File: src/rtl/spq_pkg.sv
package spq_pkg;

   // queue depth and derived widths
   localparam int CAPACITY = 16;
   localparam int VALUE_W  = 32;
   localparam int CNT_W    = 5;

   typedef logic signed [VALUE_W-1:0] value_type;
   typedef logic [CNT_W-1:0]          count_type;

   // request codes
   typedef enum logic [0:0] {
      REQ_PUSH = 1'b0,
      REQ_POP  = 1'b1
   } req_code_type;

   // result status codes
   typedef enum logic [1:0] {
      STATUS_OK        = 2'd0,
      STATUS_POP_EMPTY = 2'd1,
      STATUS_PUSH_FULL = 2'd2
   } status_type;

   // operation broadcast to every cell of the row
   typedef struct packed {
      logic      push;
      logic      pop;
      value_type value;
   } cell_ctl_type;

endpackage

File: src/rtl/spq_req_if.sv
interface spq_req_if;
   logic                    valid;
   logic                    ready;
   logic [0:0]              req_type;
   logic signed [31:0]      value;

   modport source (output valid, output req_type, output value, input ready);
   modport sink   (input valid, input req_type, input value, output ready);
endinterface

File: src/rtl/spq_rsp_if.sv
interface spq_rsp_if;
   logic                    valid;
   logic                    ready;
   logic signed [31:0]      smallest;
   logic signed [31:0]      largest;
   logic [4:0]              occupancy;
   logic                    is_empty;
   logic [1:0]              status;

   modport source (output valid, output smallest, output largest, output occupancy,
                   output is_empty, output status, input ready);
   modport sink   (input valid, input smallest, input largest, input occupancy,
                   input is_empty, input status, output ready);
endinterface

File: src/rtl/spq_cell.sv
module spq_cell (
   input  logic                 clock,
   input  spq_pkg::cell_ctl_type ctl,
   input  logic                 occupied,
   input  logic                 left_keep,
   input  spq_pkg::value_type   left_value,
   input  spq_pkg::value_type   right_value,
   output logic                 keep,
   output spq_pkg::value_type   value,
   output spq_pkg::value_type   value_next
);

   spq_pkg::value_type entry_ff;
   spq_pkg::value_type entry_in;

   // entry stays in place when it is stored and not above the pushed value
   assign keep = occupied && (entry_ff <= ctl.value);

   // shift right on insert, shift left on pop
   always_comb begin
      entry_in = entry_ff;
      priority if (ctl.push) begin
         priority if (keep) begin
            entry_in = entry_ff;
         end else if (left_keep) begin
            entry_in = ctl.value;
         end else begin
            entry_in = left_value;
         end
      end else if (ctl.pop) begin
         entry_in = right_value;
      end else begin
         entry_in = entry_ff;
      end
   end

   always_ff @(posedge clock) begin
      entry_ff <= entry_in;
   end

   assign value      = entry_ff;
   assign value_next = entry_in;

endmodule

File: src/rtl/sorted_priority_queue_core.sv
// Sorted minimum priority queue of spq_pkg::CAPACITY signed 32-bit values, held in a row
// of cells in ascending order; equal values leave in arrival order. Each push or pop
// item is finished by the cell row at the edge that accepts it and its result is held in an
// output register, so the block takes one item per cycle; req ready is low during reset
// and while a result waits in that register and rsp ready is low. A result appears in the
// cycle after its item. Pop on an empty queue and push on a full queue change nothing and
// are reported in status. Stored values are undefined after reset, but only entries
// below the count are ever shown.
module sorted_priority_queue_core (
   input  logic      clock,
   input  logic      reset,
   spq_req_if.sink   req_if,
   spq_rsp_if.source rsp_if
);

   localparam int CAP = spq_pkg::CAPACITY;

   spq_pkg::count_type    count_ff;
   spq_pkg::count_type    count_in;
   logic                  rsp_valid_ff;
   logic                  rsp_valid_in;
   spq_pkg::value_type    smallest_ff;
   spq_pkg::value_type    smallest_in;
   spq_pkg::value_type    largest_ff;
   spq_pkg::value_type    largest_in;
   spq_pkg::count_type    occupancy_ff;
   logic                  is_empty_ff;
   spq_pkg::status_type   status_ff;
   spq_pkg::status_type   status_in;

   logic                  accept;
   logic                  is_pop;
   logic                  full;
   logic                  empty;
   spq_pkg::cell_ctl_type ctl;

   logic                  keep   [CAP];
   logic                  occ    [CAP];
   spq_pkg::value_type    value  [CAP];
   spq_pkg::value_type    vnext  [CAP];
   spq_pkg::value_type    last_sel [CAP];

   // handshake
   assign accept       = req_if.valid && req_if.ready;
   assign req_if.ready = !reset && (!rsp_valid_ff || rsp_if.ready);
   assign is_pop       = (req_if.req_type == spq_pkg::REQ_POP);
   assign full         = (count_ff == spq_pkg::CNT_W'(CAP));
   assign empty        = (count_ff == '0);

   // operation broadcast
   always_comb begin
      ctl.push  = accept && !is_pop && !full;
      ctl.pop   = accept && is_pop && !empty;
      ctl.value = req_if.value;
   end

   // count and status
   always_comb begin
      count_in  = count_ff;
      status_in = spq_pkg::STATUS_OK;
      priority if (ctl.push) begin
         count_in = count_ff + 1'b1;
      end else if (ctl.pop) begin
         count_in = count_ff - 1'b1;
      end else begin
         count_in = count_ff;
      end
      priority if (is_pop && empty) begin
         status_in = spq_pkg::STATUS_POP_EMPTY;
      end else if (!is_pop && full) begin
         status_in = spq_pkg::STATUS_PUSH_FULL;
      end else begin
         status_in = spq_pkg::STATUS_OK;
      end
   end

   // cell row
   for (genvar i = 0; i < CAP; i++) begin : g_cell
      assign occ[i] = (spq_pkg::CNT_W'(i) < count_ff);

      spq_cell u_cell (
         .clock       (clock),
         .ctl         (ctl),
         .occupied    (occ[i]),
         .left_keep   ((i == 0) ? 1'b1 : keep[(i == 0) ? 0 : i-1]),
         .left_value  (value[(i == 0) ? 0 : i-1]),
         .right_value (value[(i == CAP-1) ? CAP-1 : i+1]),
         .keep        (keep[i]),
         .value       (value[i]),
         .value_next  (vnext[i])
      );

      // pick the new tail entry
      assign last_sel[i] = (count_in == spq_pkg::CNT_W'(i + 1)) ? vnext[i] : '0;
   end

   // front and back of the queue after the item
   always_comb begin
      largest_in = '0;
      for (int i = 0; i < CAP; i++) begin
         largest_in = largest_in | last_sel[i];
      end
      smallest_in = (count_in == '0) ? '0 : vnext[0];
   end

   // output register valid
   always_comb begin
      rsp_valid_in = rsp_valid_ff;
      priority if (accept) begin
         rsp_valid_in = 1'b1;
      end else if (rsp_if.ready) begin
         rsp_valid_in = 1'b0;
      end else begin
         rsp_valid_in = rsp_valid_ff;
      end
   end

   always_ff @(posedge clock) begin
      if (reset) begin
         count_ff     <= '0;
         rsp_valid_ff <= 1'b0;
      end else begin
         count_ff     <= count_in;
         rsp_valid_ff <= rsp_valid_in;
      end
   end

   // result payload
   always_ff @(posedge clock) begin
      if (accept) begin
         smallest_ff  <= smallest_in;
         largest_ff   <= largest_in;
         occupancy_ff <= count_in;
         is_empty_ff  <= (count_in == '0);
         status_ff    <= status_in;
      end
   end

   assign rsp_if.valid     = rsp_valid_ff;
   assign rsp_if.smallest  = smallest_ff;
   assign rsp_if.largest   = largest_ff;
   assign rsp_if.occupancy = occupancy_ff;
   assign rsp_if.is_empty  = is_empty_ff;
   assign rsp_if.status    = status_ff;

endmodule

File: src/flat_wrapper.sv
// flat-port wrapper written by rule: the top's interface ports become plain ports
module sorted_priority_queue_core_flat 
  (clock, reset, req_if_valid, req_if_req_type, req_if_value, req_if_ready, rsp_if_valid, rsp_if_smallest, rsp_if_largest, rsp_if_occupancy, rsp_if_is_empty, rsp_if_status, rsp_if_ready);
  spq_req_if req_if_i ();
  spq_rsp_if rsp_if_i ();
  input  logic clock;
  input  logic reset;
  input wire logic [$bits(req_if_i.valid)-1:0] req_if_valid;
  input wire logic [$bits(req_if_i.req_type)-1:0] req_if_req_type;
  input wire logic [$bits(req_if_i.value)-1:0] req_if_value;
  output wire logic [$bits(req_if_i.ready)-1:0] req_if_ready;
  output wire logic [$bits(rsp_if_i.valid)-1:0] rsp_if_valid;
  output wire logic [$bits(rsp_if_i.smallest)-1:0] rsp_if_smallest;
  output wire logic [$bits(rsp_if_i.largest)-1:0] rsp_if_largest;
  output wire logic [$bits(rsp_if_i.occupancy)-1:0] rsp_if_occupancy;
  output wire logic [$bits(rsp_if_i.is_empty)-1:0] rsp_if_is_empty;
  output wire logic [$bits(rsp_if_i.status)-1:0] rsp_if_status;
  input wire logic [$bits(rsp_if_i.ready)-1:0] rsp_if_ready;
  assign req_if_i.valid = req_if_valid;
  assign req_if_i.req_type = req_if_req_type;
  assign req_if_i.value = req_if_value;
  assign req_if_ready = req_if_i.ready;
  assign rsp_if_valid = rsp_if_i.valid;
  assign rsp_if_smallest = rsp_if_i.smallest;
  assign rsp_if_largest = rsp_if_i.largest;
  assign rsp_if_occupancy = rsp_if_i.occupancy;
  assign rsp_if_is_empty = rsp_if_i.is_empty;
  assign rsp_if_status = rsp_if_i.status;
  assign rsp_if_i.ready = rsp_if_ready;
  sorted_priority_queue_core u_core (.clock(clock), .reset(reset), .req_if(req_if_i), .rsp_if(rsp_if_i));
endmodule
File: config.mk
export PLATFORM = sky130hd
export DESIGN_NAME = sorted_priority_queue_core_flat
export DESIGN_NICKNAME = d
export VERILOG_FILES = /design/src/rtl/spq_pkg.sv /design/src/rtl/spq_req_if.sv /design/src/rtl/spq_rsp_if.sv /design/src/rtl/spq_cell.sv /design/src/rtl/sorted_priority_queue_core.sv /design/src/flat_wrapper.sv
export SDC_FILE = /design/constraint.sdc
export NUM_CORES = 2
export LEC_CHECK = 0
export BUFFER_PORTS_ARGS = -buffer_cell sky130_fd_sc_hd__buf_2
export CAP_MARGIN = 20
export CORE_MARGIN = 5
export CORE_UTILIZATION = 50
export CTS_CLUSTER_DIAMETER = 30
export DETAILED_ROUTE_END_ITERATION = 7
export HOLD_SLACK_MARGIN = 0.1
export PLACE_DENSITY = 0.66
export SYNTH_ARGS = -nofsm -noshare
export SYNTH_HDL_FRONTEND = slang
export SYNTH_HIERARCHICAL = 1
export SYNTH_SLANG_ARGS = --single-unit
export TNS_END_PERCENT = 5
File: constraint.sdc
create_clock -name clock -period 5.7 [get_ports clock]
set_input_delay 0.57 -clock clock [delete_from_list [all_inputs] [get_ports clock]]
set_output_delay 0.57 -clock clock [all_outputs]
set_load 0.03 [all_outputs]
==> impl_results.md <==
* Crit-path max cell delay at 0.83 ns
* Total gr overflow at 0
* Initial DRC count at 5673
* Setup TNS Final at 0 ns
* Die H at 333.7 microns
* Area contributors post-synth: dfxtp_1 (20%), ha_1 (12%), mux2_2 (10%), mux2i_1 (8.3%), a221o_1 (5.8%)
* Pwr/cell area at 419.1 nW/um^2
* Io pins at 111
* Clk_lat worst skew at 0.79 ns
* WL met1 at 81640 microns
* Worst-margin pin slew at 1.151 ns
* Max Clock Skew at 0.03000 ns
* Share of cells above drive strength 1 at 0.2004
* Final Hold Viols at 0
* Cell Rows at 118
* Dpl ws at 0.1560 ns
* Ys Warns at 6
* Hold Crit Class: in -> reg
* Top sig layer: met5
* WL met3 at 12990 microns
* Cells after DPL at 7475
* RSZ-0062 raised after global routing: no
* Post-synth top cells: nand2_1 (754), inv_1 (632), dfxtp_1 (518), ha_1 (516), mux2_2 (487)
* Crit path cell chain: buf_2 -> buf_4 -> inv_1 -> ha_1 -> nand4_1 -> nor4_1 -> nand3_1 -> o211a_1 -> a311oi_4 -> buf_12 -> mux2_2 -> nand3b_1 -> nand3_1 -> a22oi_1 -> nor2_1 -> a221oi_1 -> nand4_1
* Status: completed
* Max-Cap Viols at 0
* Most frequent cell after synthesis: nand2_1
* CTS Root Buffer Type: clkbuf_16
* CTS Buf Count at 186
* Setup violators final at 0
* Detailed Route WL at 198300 microns
* CTS clk-pin slew, worst paths at 0.04 ns
* Asr flop ratio synth at 0
* Combinational share of power at 0.307
* CP endpoint kind: flip-flop
* Hpwl dp at 150000 microns
* Vias per inst at 6.497
* Worst path slowest cell: nor4_1
* Arrival time at the worst endpoint at 5.45 ns
* Area of the mapped netlist at 52400 sq um
* Seq/Total Area, Yosys at 0.2392
* Yosys cell types at 83
* Chip Width at 333.7 microns
* Gpl congestion at 0.9658
* Switching share of total power at 0.3620
* WL per Instance at 25.31 microns
* Post-synth EDFFs at 72
* Die area at 111400 sq um
* Vias in the first global route at 48.26k
* Final Non-Filler Cells at 7834
* Sw power at 9369 uW
* Highest Clock Rate at 0.2013 GHz
* H-Tree Depth at 4
* CP Class: in -> reg
* Worst-path maximum fanout at 40
* Syn Nets at 6719
* Drt drc at 0
* Worst vdd ir at 321.4 uV
* Initial Utilization at 0.5048
* Max-slew headroom at the worst pin at 0.2286
* Area delta synth->final at 17.87%
* Synth top area share at 0.1979
* P_int at 16510 uW
* Clock buffer depth at 3
* Post-route setup slack at 0.7331 ns
* Crit path buffers/inverters at 4
* Synth Area per Inst at 8.498 sq um
* Antenna-violating nets left at 0
* Crit path required time at 6.19 ns
* Final Cycle Share at 0.8714
* Reg power frac at 0.274
* CP top delay family: simple AND/OR/NAND/NOR gates
* Final Max Slew Viols at 0
* Fin crit period at 4.967 ns
* PostCTS Resize Cnt at 0
* Met2 WL at 86150 microns
* DR vias at 50.90k
* Post-layout nets at 6840
* Clock power share at 0.419
* I/O Buffers at 110
* Clock sink count at 590
* Main synth FF type: dfxtp_1
* First-pass GRT wire length at 295400 microns
* CP Launch Type: input port
* Post-Syn Instances at 6166
* Synthesized flop and latch total at 590
* TritonCTS clock tree: yes
* GRT Util Overall at 0.3381
* Core area at 103800 sq um
* Largest net degree at the start of global routing at 208
* Initial antenna violation count at 4
* Detailed Routing Iterations Pass 1 at 8
* Pleak at 0.02864 uW
* Top cell type by total area after synthesis: dfxtp_1
[metal layers]
metal  GRT usage  vias up
met4      0.2557        2
met5           0        -
li1            -    23220
met3     0.04465      633
met1      0.4335    24700
met2      0.5188     2336
[final timing paths]
check	depth (start not counted)	slack [ns]	end	startpoint
worst max-delay path	17	0.73	u_core/rsp_if.largest[29]$_DFFE_PN_	req_if_value[30]
worst min-delay path	2	0.14	u_core/rsp_if.valid$_SDFFE_PP0P_	reset
worst max register to register	16	0.85	u_core/rsp_if.largest[18]$_DFFE_PN_	u_core/g_cell[8].u_cell/value[15]$_DFF_P_
worst min register to register	2	0.51	u_core/g_cell[10].u_cell/value[0]$_DFF_P_	u_core/g_cell[11].u_cell/value[0]$_DFF_P_
[per-stage QoR]
step	hold WS, ns	utilization	area [sq um]	power (uW)
floorplan	0.4677	-	52400	12000
global placement	0.5011	0.5306	55070	14630
detailed placement	0.5051	0.5307	55080	14790
CTS	0.1219	0.5945	61710	25720
global route	0.1566	0.5950	61760	27010
finish	0.1402	0.5951	61760	25880
[worst reg2reg max path, cell delays in order, from the launching register on]
cell      delay [ns]
dfxtp_1         0.34
ha_1            0.34
nand4_1         0.22
nor4_1          0.85
buf_4           0.25
nand3_1         0.18
o211a_1         0.22
a311oi_4        0.39
buf_12          0.25
mux2_2          0.41
nand3b_1        0.09
nand3_1         0.11
a22oi_1         0.16
o32ai_1         0.11
a221oi_1        0.23
buf_4           0.17
nand4_1         0.20
[area by class of cell]
cell class / count / area (sq um)
repair buffers: 366 / 2864
multi-input cells: 4498 / 35600
diodes: 1 / 2.502
inverters: 645 / 2429
fillers: 9169 / 42030
clock buffers: 256 / 5319
clock inverters: 98 / 1295
flip-flops and latches: 590 / 12530
well taps: 1380 / 1727
[flip-flops by register name (all words and copies together), names as in the netlist]
signal,count
u_core/rsp_if.occupancy,5
u_core/rsp_if.largest,32
u_core/rsp_if.smallest,32
u_core/g_cell.u_cell/value,512
u_core/rsp_if.is_empty,1
u_core/rsp_if.status,2
u_core/count_ff,5
u_core/rsp_if.valid,1
[power by group through the flow]
stage,Combinational (uW),Sequential (uW),Clock [uW]
after floorplan,5400,6600,0
after global placement,7520,7110,0
after detailed placement,7690,7090,0
after CTS,7780,7040,10900
after global routing,8580,7250,11200
final,7950,7100,10800
[what timing repair did]
item	CTS	global route
setup endpoints to repair	0	0
buffers inserted	0	0
endpoints found under the hold margin	1	0
hold buffers	1	0
[cells by family after synthesis]
logic type               Yosys count  synth area share
AND/OR/NAND/NOR                 1809            0.1728
buffers and inverters           1078           0.08546
XOR/XNOR                           3         0.0005015
other                              1        0.00007157
flip-flops                       590            0.2392
adder cells (fa/ha/maj)          516            0.1232
AO/OA/AOI/OAI                   1249            0.1914
multiplexers                     920            0.1874
[layout by cell type, fill, tap and decap left out, types with 20 or more instances in the layout]
cell	n
o32ai_1	25
nand3b_1	191
o21ai_0	78
ha_1	516
buf_2	110
nor4_1	33
nand3_1	385
clkbuf_16	187
and2_1	43
inv_1	631
o2bb2ai_1	28
nor3_1	32
nand4_1	138
o21a_1	32
buf_4	223
a221oi_1	49
bufinv_16	26
a21oi_1	234
dfxtp_1	518
clkbuf_1	31
nor2_1	86
a222oi_1	38
nor2b_1	25
mux2_2	487
nand2_1	754
mux2i_1	430
buf_12	28
a22oi_1	295
a221o_1	301
clkbuf_8	38
nor2_2	20
edfxtp_1	72
clkinv_2	36
(Power assumes the default switching activity.)
